**config.mk**
```make
export PLATFORM = sky130hd
export DESIGN_NAME = ipv6_address_to_text_core
export DESIGN_NICKNAME = d
export VERILOG_FILES = /design/src/rtl/ipv6t_pkg.sv /design/src/rtl/ipv6t_group_scan.sv /design/src/rtl/ipv6t_run_find.sv /design/src/rtl/ipv6t_char_emit.sv /design/src/rtl/ipv6_address_to_text_core.sv
export SDC_FILE = /design/constraint.sdc
export NUM_CORES = 1
export LEC_CHECK = 0
export BUFFER_PORTS_ARGS = -buffer_cell sky130_fd_sc_hd__buf_2
export CORE_AREA = 4 4 200 202
export CTS_BUF_LIST = sky130_fd_sc_hd__clkbuf_8
export DETAILED_ROUTE_END_ITERATION = 10
export DIE_AREA = 0 0 204 206
export PLACE_DENSITY = 0.78
export SETUP_SLACK_MARGIN = 0.15
export SLEW_MARGIN = 40
export SYNTH_ARGS = -nofsm -noshare
export SYNTH_HDL_FRONTEND = slang
export SYNTH_HIERARCHICAL = 1
export SYNTH_SLANG_ARGS = --single-unit
```
**constraint.sdc**
```tcl
create_clock -name clk -period 14.6 [get_ports clk]
set_input_delay 0.73 -clock clk [delete_from_list [all_inputs] [get_ports clk]]
set_output_delay 0.73 -clock clk [all_outputs]
set_load 0.01 [all_outputs]
```
**src/rtl/ipv6t_pkg.sv**
```systemverilog
package ipv6t_pkg;

  localparam int GROUPS = 8;
  localparam int GROUP_W = 16;
  localparam int CHAR_W = 7;

  typedef logic [GROUP_W-1:0] grp_t;
  typedef logic [2:0] gidx_t;
  typedef logic [3:0] glen_t;
  typedef logic [1:0] dig_t;
  typedef logic [CHAR_W-1:0] char_t;

  // Per-group data after the first stage: value, index of the top
  // significant nibble, and zero-run length starting at that group.
  typedef struct packed {
    grp_t  [GROUPS-1:0] grp;
    dig_t  [GROUPS-1:0] top;
    glen_t [GROUPS-1:0] run;
  } scan_t;

  typedef struct packed {
    grp_t [GROUPS-1:0] grp;
    dig_t [GROUPS-1:0] top;
    logic              has_run;
    gidx_t             run_start;
    glen_t             run_len;
  } plan_t;

  localparam char_t CHAR_COLON = 7'h3A;
  localparam char_t CHAR_ZERO  = 7'h30;
  localparam char_t CHAR_A     = 7'h61;

  function automatic char_t hex_char(input logic [3:0] d);
    char_t c;
    if (d >= 4'd10) begin
      c = CHAR_A + {3'b000, d} - 7'd10;
    end else begin
      c = CHAR_ZERO + {3'b000, d};
    end
    return c;
  endfunction

endpackage

```
**src/rtl/ipv6t_group_scan.sv**
```systemverilog
module ipv6t_group_scan
  import ipv6t_pkg::*;
(
  input  logic              clk,
  input  logic              rst,
  input  logic              in_valid,
  output logic              in_ready,
  input  grp_t [GROUPS-1:0] in_grp,
  output logic              out_valid,
  input  logic              out_ready,
  output scan_t             out_data
);

  scan_t scan_next;

  always_comb begin
    glen_t acc;
    acc = '0;
    scan_next.grp = in_grp;
    for (int g = 0; g < GROUPS; g++) begin
      if (in_grp[g][15:12] != 4'd0) begin
        scan_next.top[g] = 2'd3;
      end else if (in_grp[g][11:8] != 4'd0) begin
        scan_next.top[g] = 2'd2;
      end else if (in_grp[g][7:4] != 4'd0) begin
        scan_next.top[g] = 2'd1;
      end else begin
        scan_next.top[g] = 2'd0;
      end
    end
    // zero-run length from each group to the right
    for (int s = GROUPS - 1; s >= 0; s--) begin
      if (in_grp[s] == '0) begin
        acc = acc + 4'd1;
      end else begin
        acc = '0;
      end
      scan_next.run[s] = acc;
    end
  end

  assign in_ready = !out_valid || out_ready;

  always_ff @(posedge clk) begin
    if (rst) begin
      out_valid <= 1'b0;
    end else if (in_ready) begin
      out_valid <= in_valid;
    end
  end

  always_ff @(posedge clk) begin
    if (in_valid && in_ready) begin
      out_data <= scan_next;
    end
  end

endmodule

```
**src/rtl/ipv6t_run_find.sv**
```systemverilog
module ipv6t_run_find
  import ipv6t_pkg::*;
(
  input  logic  clk,
  input  logic  rst,
  input  logic  in_valid,
  output logic  in_ready,
  input  scan_t in_data,
  output logic  out_valid,
  input  logic  out_ready,
  output plan_t out_data
);

  plan_t plan_next;

  // leftmost longest run: strict compare keeps the first one on ties
  always_comb begin
    glen_t best_len;
    gidx_t best_start;
    best_len = '0;
    best_start = '0;
    for (int s = 0; s < GROUPS; s++) begin
      if (in_data.run[s] > best_len) begin
        best_len = in_data.run[s];
        best_start = gidx_t'(s);
      end
    end
    plan_next.grp = in_data.grp;
    plan_next.top = in_data.top;
    plan_next.has_run = (best_len >= 4'd2);
    plan_next.run_start = best_start;
    plan_next.run_len = best_len;
  end

  assign in_ready = !out_valid || out_ready;

  always_ff @(posedge clk) begin
    if (rst) begin
      out_valid <= 1'b0;
    end else if (in_ready) begin
      out_valid <= in_valid;
    end
  end

  always_ff @(posedge clk) begin
    if (in_valid && in_ready) begin
      out_data <= plan_next;
    end
  end

endmodule

```
**src/rtl/ipv6t_char_emit.sv**
```systemverilog
module ipv6t_char_emit
  import ipv6t_pkg::*;
(
  input  logic  clk,
  input  logic  rst,
  input  logic  in_valid,
  output logic  in_ready,
  input  plan_t in_data,
  output logic  m_valid,
  input  logic  m_ready,
  output char_t m_char,
  output logic  m_last
);

  typedef enum logic [1:0] {
    PH_COL1,
    PH_COL2,
    PH_SEP,
    PH_DIG
  } phase_t;

  logic   busy;
  phase_t phase, phase_next;
  gidx_t  grp_i, grp_i_next;
  dig_t   dig, dig_next;
  plan_t  cur;
  char_t  ch;
  logic   ch_last;
  logic   fire, done;
  grp_t   cur_g;
  logic [3:0] nib;
  glen_t  gnext, gskip;

  assign cur_g = cur.grp[grp_i];
  assign nib = cur_g[{dig, 2'b00} +: 4];
  assign gnext = {1'b0, grp_i} + 4'd1;
  assign gskip = {1'b0, grp_i} + cur.run_len;

  always_comb begin
    ch = CHAR_COLON;
    ch_last = 1'b0;
    phase_next = phase;
    grp_i_next = grp_i;
    dig_next = dig;
    unique case (phase)
      PH_COL1: begin
        phase_next = PH_COL2;
      end
      PH_COL2: begin
        ch_last = gskip[3];
        phase_next = PH_DIG;
        grp_i_next = gskip[2:0];
        dig_next = cur.top[gskip[2:0]];
      end
      PH_SEP: begin
        phase_next = PH_DIG;
        dig_next = cur.top[grp_i];
      end
      PH_DIG: begin
        ch = hex_char(nib);
        if (dig != 2'd0) begin
          dig_next = dig - 2'd1;
        end else begin
          ch_last = (grp_i == gidx_t'(GROUPS - 1));
          grp_i_next = gnext[2:0];
          if (cur.has_run && gnext[2:0] == cur.run_start) begin
            phase_next = PH_COL1;
          end else begin
            phase_next = PH_SEP;
          end
        end
      end
      default: begin
        phase_next = PH_DIG;
      end
    endcase
  end

  assign fire = busy && (!m_valid || m_ready);
  assign done = fire && ch_last;
  assign in_ready = !busy || done;

  always_ff @(posedge clk) begin
    if (rst) begin
      busy <= 1'b0;
      m_valid <= 1'b0;
      phase <= PH_DIG;
      grp_i <= '0;
      dig <= '0;
    end else begin
      if (!m_valid || m_ready) begin
        m_valid <= fire;
      end
      if (in_valid && in_ready) begin
        busy <= 1'b1;
        grp_i <= '0;
        dig <= in_data.top[0];
        if (in_data.has_run && in_data.run_start == '0) begin
          phase <= PH_COL1;
        end else begin
          phase <= PH_DIG;
        end
      end else begin
        if (done) begin
          busy <= 1'b0;
        end
        if (fire) begin
          phase <= phase_next;
          grp_i <= grp_i_next;
          dig <= dig_next;
        end
      end
    end
  end

  always_ff @(posedge clk) begin
    if (in_valid && in_ready) begin
      cur <= in_data;
    end
    if (fire) begin
      m_char <= ch;
      m_last <= ch_last;
    end
  end

endmodule

```
**src/rtl/ipv6_address_to_text_core.sv**
```systemverilog
// Channel   Dir  Payload                                   Transfer
// s_axis    in   tdata[127:0] = group_0 .. group_7         tvalid && tready
// m_axis    out  tdata[7:0] = text_char, 0; tlast=is_last  tvalid && tready
//
// Two register stages (group scan, run select) feed a character emitter
// with an output register; the first character of an address passes the
// scan and run-select registers, the emitter's address and output registers.
// An address gives 2 to 39 characters, one per cycle unless m_axis stalls.
// rst is synchronous and clears all valid bits and emitter state.
// A stall on m_axis holds every stage; nothing is dropped or repeated.
module ipv6_address_to_text_core
  import ipv6t_pkg::*;
(
  input  logic                       clk,
  input  logic                       rst,
  input  logic                       s_axis_tvalid,
  output logic                       s_axis_tready,
  input  logic [GROUPS*GROUP_W-1:0]  s_axis_tdata,   // group_0 .. group_7
  output logic                       m_axis_tvalid,
  input  logic                       m_axis_tready,
  output logic [7:0]                 m_axis_tdata,   // text_char, zero pad
  output logic                       m_axis_tlast
);

  grp_t [GROUPS-1:0] in_grp;
  logic  scan_valid, scan_ready;
  scan_t scan_data;
  logic  plan_valid, plan_ready;
  plan_t plan_data;
  char_t out_char;
  logic [5:0] frame_cnt;

  always_comb begin
    for (int g = 0; g < GROUPS; g++) begin
      in_grp[g] = s_axis_tdata[g*GROUP_W +: GROUP_W];
    end
  end

  ipv6t_group_scan u_scan (
    .clk       (clk),
    .rst       (rst),
    .in_valid  (s_axis_tvalid),
    .in_ready  (s_axis_tready),
    .in_grp    (in_grp),
    .out_valid (scan_valid),
    .out_ready (scan_ready),
    .out_data  (scan_data)
  );

  ipv6t_run_find u_run (
    .clk       (clk),
    .rst       (rst),
    .in_valid  (scan_valid),
    .in_ready  (scan_ready),
    .in_data   (scan_data),
    .out_valid (plan_valid),
    .out_ready (plan_ready),
    .out_data  (plan_data)
  );

  ipv6t_char_emit u_emit (
    .clk      (clk),
    .rst      (rst),
    .in_valid (plan_valid),
    .in_ready (plan_ready),
    .in_data  (plan_data),
    .m_valid  (m_axis_tvalid),
    .m_ready  (m_axis_tready),
    .m_char   (out_char),
    .m_last   (m_axis_tlast)
  );

  assign m_axis_tdata = {1'b0, out_char};

  // characters already sent in the current address text
  always_ff @(posedge clk) begin
    if (rst) begin
      frame_cnt <= '0;
    end else if (m_axis_tvalid && m_axis_tready) begin
      if (m_axis_tlast) begin
        frame_cnt <= '0;
      end else begin
        frame_cnt <= frame_cnt + 6'd1;
      end
    end
  end

  a_char_set: assert property (@(posedge clk) disable iff (rst)
    m_axis_tvalid |-> (m_axis_tdata[6:0] == CHAR_COLON) ||
      (m_axis_tdata[6:0] >= CHAR_ZERO && m_axis_tdata[6:0] <= 7'h39) ||
      (m_axis_tdata[6:0] >= CHAR_A && m_axis_tdata[6:0] <= 7'h66))
    else $error("non-hex, non-colon character");

  a_text_len: assert property (@(posedge clk) disable iff (rst)
    m_axis_tvalid |-> frame_cnt <= 6'd38)
    else $error("address text longer than 39 characters");

  a_reset_idle: assert property (@(posedge clk)
    rst |=> !m_axis_tvalid)
    else $error("output valid right after reset");

endmodule
```
==> impl_results.md, run 1 <==
- Status: finished, final reports clean
- Total via count after detailed routing: 9785
- Layout Nets: 1395
- Max Clock Freq: 0.0846 GHz
- Fraction of power consumed by combinational cells: 12.2%
- Post-synth design cell area: 18900 um^2
- Count of hold-fix buffers inserted at cts: 0
- Worst Max-Slew Pin Slew: 846 ps
- Buffer levels on the longest clock path: 3
- Share of synthesized registers carrying an async set or reset: 0%
- Number of buffers created by CTS: 75
- Largest incremental delay on the critical path: 480 ps
- Port bufs: 141
- Part of the Yosys area used for sequential elements: 77.7%
- Cell count after placement: 1660
- Initial antenna violation count: 0
- Sinks on Clock Net: 493
- Detail-routed net length per standard cell: 20.2 um
- Power density over the cells: 141 nW/um^2
- Final ANT Viol Nets: 0
- DIE HEIGHT: 206 um
- Syn Area/Cell: 18.8 um^2
- Fin crit share: 81.0%
- Placed wire-length estimate: 24900 um
- Sequential standard cell area: 14700 um^2
- Time the worst path needs with I/O delays and setup: 11820 ps
- Portion of total power attributed to sequential cells: 54.6%
- VDD IR-drop max: 90.8 uV
- Area enclosed by the die boundary: 42000 um^2
- Kind of end point of the critical path: register
- Critical path's slowest cell: sky130_fd_sc_hd__o21ai_0
- Setup Fix Bufs, Post-CTS: 0
- Switching part of the total: 24.2%
- Portion of total power attributed to the clock network: 33.3%
- Cell depth of the worst flop-to-flop path: 49
- Worst skew pair latency: 620 ps
- Count leader, synth: sky130_fd_sc_hd__edfxtp_1
- Post-synth EDFFs: 482
- Global Route Usage Sum: 17.2%
- Dominant cells by area after synthesis: sky130_fd_sc_hd__edfxtp_1 (77%), sky130_fd_sc_hd__mux4_2 (5.7%), sky130_fd_sc_hd__ha_1 (2.8%), sky130_fd_sc_hd__dfxtp_1 (1.2%), sky130_fd_sc_hd__nor4_1 (0.99%)
- Area share of the largest cell type after synthesis: 76.5%
- Total area of multi-input combinational cells: 3990 um^2
- End-of-flow core utilization: 56.5%
- Mean number of vias per cell: 5.47
- Detail Route met2 WL: 18500 um
- Antenna diode count: 0
- IO Pins: 143
- Count of distinct cell types in the synthesized netlist: 76
- Highest net fanout along the worst path: 8
- Top flip-flop cell by instance count after synthesis: sky130_fd_sc_hd__edfxtp_1
- Leak Pwr: 7.49 nW
- Via count of the first global-routing pass: 9914
- Total power draw: 3.06 mW
- Detailed Route Iter0 Violations: 752
- Post-Syn Instances: 1008
- Final weighted congestion in routability-driven placement: 0.861
- TritonCTS clock tree: yes
- Syn-to-layout area delta: 14.4%
- Startpoint type of the worst setup path: register
- DRC violation count after routing: 0
- Detailed-route wire length: 36000 um
- Area of the core: 38300 um^2
- Max-slew violation count: 0
- RSZ-0062 raised after global routing: false
- Initial Util: 49.4%
- Number of cells traversed by the worst hold path: 1
- Post-synth top cells: sky130_fd_sc_hd__edfxtp_1 (482), sky130_fd_sc_hd__inv_1 (48), sky130_fd_sc_hd__mux4_2 (48)
- Largest net degree at the start of global routing: 87
- Cell with the most instances on the worst path: sky130_fd_sc_hd__ha_1
- MaxCap Viol Count: 0
- Hold Vio Cnt, Final: 0
- Clock transition at path regs: 60 ps
- Root Driver: sky130_fd_sc_hd__clkbuf_8
- Top routing layer used: met4
- Class of the tightest hold or removal check: in -> reg
- CTS H-tree depth: 3
- Req. time, crit path: 14940 ps
- Number of instances resized during post-cts repair: 0
- Fillcell total: 2773
- Internal power: 2.32 mW
- Worst slew slack as a fraction of its limit: 43.1%
- Horizontal die dimension: 204 um
- Routed wl met3: 2330 um
- Switching component of the power: 741 uW
- Fraction of final layout cells sized beyond drive strength 1: 26.1%
- Congestion Overflow GR: 0
- Path type of the worst setup path: reg -> reg
- Cell accounting for the most synthesized area: sky130_fd_sc_hd__edfxtp_1
- Wire length of the first global-routing pass: 54700 um
- Count of standard-cell rows: 72
- Post-Route Setup TNS: 0 ps
- Number of synthesized register bits: 493
- Count of placed standard cells in the final layout, fillers left out: 1788
- Number of search-and-repair iterations in the first detailed-routing pass: 5
- Yosys Warn Count: 6
- Final-report setup violation count: 0
- Worst Clk Skew: 45.5 ps
- Met1 layer wirelength in the final routing: 14400 um
- Worst endpoint data arrival time: 12170 ps
==> cell families after synthesis <==
family                     Yosys count  synth area share, %
and+or+nand+nor                    180                 5.21
AOI/OAI and AO/OA                  147                 5.54
other                                2               0.0397
muxes                               64                 6.62
adders and majority gates           44                 2.95
xor gates and xnor gates             8                0.370
buffers and inverters               70                 1.59
DFF                                493                 77.7
==> registers in the layout, summed over array words and instances (netlist names), 2 cells and up <==
register / flops
u_emit/dig: 2
u_emit/m_char: 7
u_emit/grp_i: 3
u_scan/out_data: 170
u_emit/cur: 152
u_run/out_data: 152
u_emit/phase: 2
==> per-layer routing <==
layer / track usage (%) / up-vias
met5: 0 / -
met4: 5.81 / 0
met3: 3.19 / 59
met2: 29.6 / 404
met1: 22.2 / 4833
li1: - / 4489
==> critical path, delay by kind of cell, from the launching register on <==
kind / cells / cell delay (ps)
AOI/OAI and AO/OA: 26 / 5940
adders and majority gates: 7 / 2030
and+or+nand+nor: 11 / 1990
muxes: 3 / 1060
DFF: 1 / 410
buffers and inverters: 2 / 130
==> power by group through the flow <==
stage | combinational (mW) | clock [mW] | sequential [mW]
after floorplan | 0.264 | 0 | 1.70
after global placement | 0.355 | 0 | 1.69
after detailed placement | 0.364 | 0 | 1.70
after CTS | 0.367 | 1.05 | 1.67
after global routing | 0.409 | 1.12 | 1.67
final | 0.372 | 1.02 | 1.67
==> final timing paths <==
kind	startpoint	to	slack, ps
hold reg to reg	u_run/out_data[119]$_DFFE_PP_	u_emit/cur[119]$_DFFE_PP_	390
setup / recovery	u_scan/out_data[5]$_DFFE_PP_	u_run/out_data[7]$_DFFE_PP_	2780
setup reg to reg	u_scan/out_data[5]$_DFFE_PP_	u_run/out_data[7]$_DFFE_PP_	2780
hold / removal	s_axis_tdata[103]	u_scan/out_data[151]$_DFFE_PP_	300
==> cell usage in the layout, fill, tap and decap left out, types with 4 or more instances in the layout <==
| master | Yosys | final |
|---|---|---|
| sky130_fd_sc_hd__nor3_1 | 9 | 9 |
| sky130_fd_sc_hd__clkbuf_8 | 0 | 76 |
| sky130_fd_sc_hd__nand3_1 | 8 | 8 |
| sky130_fd_sc_hd__a31oi_1 | 5 | 5 |
| sky130_fd_sc_hd__buf_2 | 3 | 141 |
| sky130_fd_sc_hd__edfxtp_1 | 482 | 482 |
| sky130_fd_sc_hd__nand2b_1 | 9 | 9 |
| sky130_fd_sc_hd__xnor2_1 | 6 | 6 |
| sky130_fd_sc_hd__buf_4 | 9 | 5 |
| sky130_fd_sc_hd__a211oi_1 | 5 | 5 |
| sky130_fd_sc_hd__nand2_1 | 42 | 42 |
| sky130_fd_sc_hd__ha_1 | 43 | 43 |
| sky130_fd_sc_hd__clkinv_1 | 0 | 19 |
| sky130_fd_sc_hd__clkinv_2 | 0 | 4 |
| sky130_fd_sc_hd__a211o_1 | 5 | 5 |
| sky130_fd_sc_hd__and2_1 | 14 | 12 |
| sky130_fd_sc_hd__o211ai_1 | 8 | 8 |
| sky130_fd_sc_hd__nand4_1 | 12 | 12 |
| sky130_fd_sc_hd__nor2_1 | 28 | 28 |
| sky130_fd_sc_hd__nor4_1 | 30 | 23 |
| sky130_fd_sc_hd__dfxtp_1 | 11 | 9 |
| sky130_fd_sc_hd__a21oi_1 | 29 | 29 |
| sky130_fd_sc_hd__inv_1 | 48 | 68 |
| sky130_fd_sc_hd__conb_1 | 2 | 7 |
| sky130_fd_sc_hd__o21ai_0 | 26 | 26 |
| sky130_fd_sc_hd__and4_1 | 4 | 4 |
| sky130_fd_sc_hd__o31ai_1 | 4 | 4 |
| sky130_fd_sc_hd__nor4_2 | 2 | 9 |
| sky130_fd_sc_hd__o21ai_1 | 4 | 4 |
| sky130_fd_sc_hd__nor2b_1 | 6 | 6 |
| sky130_fd_sc_hd__mux2i_1 | 7 | 7 |
| sky130_fd_sc_hd__a21o_1 | 4 | 4 |
| sky130_fd_sc_hd__mux2_2 | 9 | 9 |
| sky130_fd_sc_hd__o21a_1 | 12 | 12 |
| sky130_fd_sc_hd__mux4_2 | 48 | 48 |
| sky130_fd_sc_hd__o22ai_1 | 9 | 9 |
==> final cells by class <==
| type | instances | share of cell area, % |
|---|---|---|
| Tap cell | 518 | 2.99 |
| Clock inverter | 52 | 1.36 |
| Clock buffer | 76 | 4.83 |
| Timing Repair Buffer | 149 | 3.59 |
| Sequential cell | 493 | 67.9 |
| Multi-Input combinational cell | 450 | 18.4 |
| Inverter | 50 | 0.890 |
==> through the flow <==
step / hold WS, ps / worst slack [ps] / area [um^2]
finish: 302 / 2780 / 21600
global route: 258 / 2160 / 21600
floorplan: 400 / 4370 / 18900
detailed placement: 405 / 3120 / 20300
global placement: 401 / 3510 / 20200
CTS: 240 / 3040 / 21600
(Power assumes the default switching activity.)
==> run 2: changes to the inputs <==
Settings changed: PLACE_DENSITY 0.78 to 0.8.
Clock period 14.6 ns to 10.8 ns, I/O delays scaled along.
==> impl_results.md, run 2 (synthesis gave the netlist of run 1 again) <==
- Wire length of the first global-routing pass: 56200 um (+2.7%)
- Total placed instance area: 20400 um^2 (+0.41%)
- Global Route Usage Sum: 17.8% (+0.59 points)
- TritonCTS clock tree: yes
- Clock transition at path regs: 60 ps (about the same)
- Final setup slack of the worst path: 621 ps (-2160 ps)
- MaxCap Viol Count: 0 (unchanged)
- Largest incremental delay on the critical path: 430 ps (-50 ps)
- Fraction of final layout cells sized beyond drive strength 1: 29.1% (+2.9 points)
- Number of cells traversed by the worst hold path: 1 (unchanged)
- Mean number of vias per cell: 5.42 (-0.98%)
- Startpoint type of the worst setup path: register
- Worst r2r dst: u_run/out_data[7]$_DFFE_PP_
- Root Driver: sky130_fd_sc_hd__clkbuf_8
- Setup slack at placement: -126 ps (-3250 ps)
- Status: finished, final reports clean
- Register-to-register path setup slack: 620 ps (-2160 ps)
- Final ANT Viol Nets: 0 (unchanged)
- Class of the tightest hold or removal check: in -> reg
- Worst slew slack as a fraction of its limit: 41.8% (-1.3 points)
- Launch point of the worst hold path: s_axis_tdata[48]
- Count of standard-cell rows: 72 (unchanged)
- Via count of the first global-routing pass: 10200 (+2.6%)
- Hold Path Sink: u_scan/out_data[96]$_DFFE_PP_
- Horizontal die dimension: 204 um (unchanged)
- Detail-routed net length per standard cell: 20.3 um (+0.95%)
- Final-report setup violation count: 0 (unchanged)
- Worst skew pair latency: 610 ps (about the same)
- Critical path's slowest cell: sky130_fd_sc_hd__edfxtp_1
- Worst endpoint data arrival time: 10540 ps (-1630 ps)
- Final weighted congestion in routability-driven placement: 0.818 (-5.1%)
- Total via count after detailed routing: 9830 (+0.46%)
- IO Pins: 143 (unchanged)
- Initial Util: 49.4% (unchanged)
- Hold Vio Cnt, Final: 0 (unchanged)
- Leak Pwr: 7.66 nW (+2.2%)
- Largest registers in the final layout: u_scan/out_data: 170 flops, u_emit/cur: 152 flops, u_run/out_data: 152 flops
- Area enclosed by the die boundary: 42000 um^2 (unchanged)
- Time the worst path needs with I/O delays and setup: 10180 ps (-1640 ps)
- End-of-flow core utilization: 57.5% (+0.96 points)
- Fin crit share: 94.2% (+13 points)
- Kind of end point of the critical path: register
- Portion of total power attributed to sequential cells: 53.0% (-1.6 points)
- Path type of the worst setup path: reg -> reg
- RSZ-0062 raised after global routing: false
- Layout Nets: 1414 (+1.4%)
- Fraction of power consumed by combinational cells: 13.6% (+1.4 points)
- Most frequent standard cell in the layout excluding fill and tap cells: sky130_fd_sc_hd__edfxtp_1
- Worst Clk Skew: 32.2 ps (-13.2 ps)
- Buffer levels on the longest clock path: 3 (unchanged)
- Area of the core: 38300 um^2 (unchanged)
- Power density over the cells: 194 nW/um^2 (+37%)
- Switching part of the total: 24.3% (+0.082 points)
- Antenna diode count: 0 (unchanged)
- Detailed Route Iter0 Violations: 747 (-0.66%)
- Largest net degree at the start of global routing: 82 (-5.7%)
- Total power draw: 4.26 mW (+39%)
- Req. time, crit path: 11160 ps (-3780 ps)
- Initial antenna violation count: 0 (unchanged)
- Max Clock Freq: 0.0982 GHz (+16%)
- Worst Max-Slew Pin Slew: 865 ps (+19.2 ps)
- Congestion Overflow GR: 0 (unchanged)
- Startpoint of the lowest-slack register-to-register path: u_scan/out_data[5]$_DFFE_PP_
- Internal power: 3.22 mW (+39%)
- Total non-filler cell area in the finished layout: 22000 um^2 (+1.7%)
- Cell depth of the worst flop-to-flop path: 45 (-8.2%)
- Register name with the most flops: u_scan/out_data
- CTS H-tree depth: 3 (unchanged)
- Switching component of the power: 1.04 mW (+40%)
- Most frequent cells in the layout: sky130_fd_sc_hd__edfxtp_1 (482), sky130_fd_sc_hd__buf_2 (141), sky130_fd_sc_hd__clkbuf_8 (81), sky130_fd_sc_hd__inv_1 (69), sky130_fd_sc_hd__mux4_2 (48)
- Port bufs: 141 (unchanged)
- Sinks on Clock Net: 493 (unchanged)
- Syn-to-layout area delta: 16.4%
- DIE HEIGHT: 206 um (unchanged)
- VDD IR-drop max: 112 uV (+23%)
- Number of search-and-repair iterations in the first detailed-routing pass: 6 (+1)
- DRC violation count after routing: 0 (unchanged)
- Worst Setup SP: u_scan/out_data[5]$_DFFE_PP_
- Detailed-route wire length: 36900 um (+2.4%)
- Max FFs per register: 170 (unchanged)
- Max-slew violation count: 0 (unchanged)
- Number of buffers created by CTS: 75 (unchanged)
- Placed wire-length estimate: 25700 um (+3.1%)
- Portion of total power attributed to the clock network: 33.4% (about the same)
- Highest net fanout along the worst path: 5 (-3)
run 2: changes by cell type in the layout (fill, tap and decap cells not counted), moves of 4 or more:
cell / change
sky130_fd_sc_hd__a21oi_1: -5
sky130_fd_sc_hd__a21oi_2: +4
sky130_fd_sc_hd__buf_12: +4
sky130_fd_sc_hd__buf_4: +16
sky130_fd_sc_hd__clkbuf_8: +5
sky130_fd_sc_hd__clkinv_1: -5
sky130_fd_sc_hd__clkinv_2: +5
sky130_fd_sc_hd__o21ai_0: -4
run 2: cell type report:
class,count,area [um^2]
sequential,493,14700
fill,2792,16300
clock inverter,54,295
multi-input combinational,450,4100
timing repair buffer,168,966
tap,518,648
inverter,50,193
clock buffer,81,1110
run 2: power groups by stage:
| stage | combinational, mW | clock, mW | sequential, mW |
|---|---|---|---|
| after floorplan | 0.357 | 0 | 2.29 |
| after global placement | 0.499 | 0 | 2.29 |
| after detailed placement | 0.520 | 0 | 2.30 |
| after CTS | 0.526 | 1.46 | 2.26 |
| after global routing | 0.638 | 1.56 | 2.26 |
| final | 0.581 | 1.42 | 2.26 |
run 2: layer usage:
metal / vias up / share of wire (%) / track usage (%) / wire length [um]
met1: 4801 / 39 / 22.3 / 14300
met2: 428 / 50 / 29.6 / 18500
met4: 0 / 3.5 / 8.30 / 1290
met3: 72 / 7.6 / 4.24 / 2810
met5: - / 0 / 0 / 0
li1: 4529 / - / - / -
run 2: how the worst max path moves through the flow:
stage                                              to  slack [ps]  cells after the start
final                     u_run/out_data[7]$_DFFE_PP_         620                     45
after global routing      u_run/out_data[7]$_DFFE_PP_         120                     45
after CTS                 u_run/out_data[7]$_DFFE_PP_         160                     47
after detailed placement  u_run/out_data[7]$_DFFE_PP_        -130                     47
after global placement    u_run/out_data[7]$_DFFE_PP_         290                     47
after floorplan           u_run/out_data[7]$_DFFE_PP_         570                     48
run 2: through the flow:
stage	TNS, ps	hold WS (ps)	cells
6_report	0	117	1814
5_1_grt	0	70.5	1814
4_1_cts	0	61.4	1804
3_5_place_dp	-129	405	1667
3_3_place_gp	0	401	1664
2_1_floorplan	0	400	1013
run 2: what timing repair did:
item,in CTS,in global routing
pin swaps,2,11
setup endpoints to repair,5,8
hold buffers,0,0
setup buffers,2,10
gates resized for setup,2,22
run 2: worst max-delay path: cells and delay by family, from the launching register on:
| kind | cells | cell delay [ps] |
|---|---|---|
| fa+ha+maj | 7 | 2020 |
| compound gates | 24 | 4360 |
| simple gates | 7 | 1270 |
| mux | 5 | 1710 |
| buf+inv | 2 | 130 |
| flops | 1 | 430 |
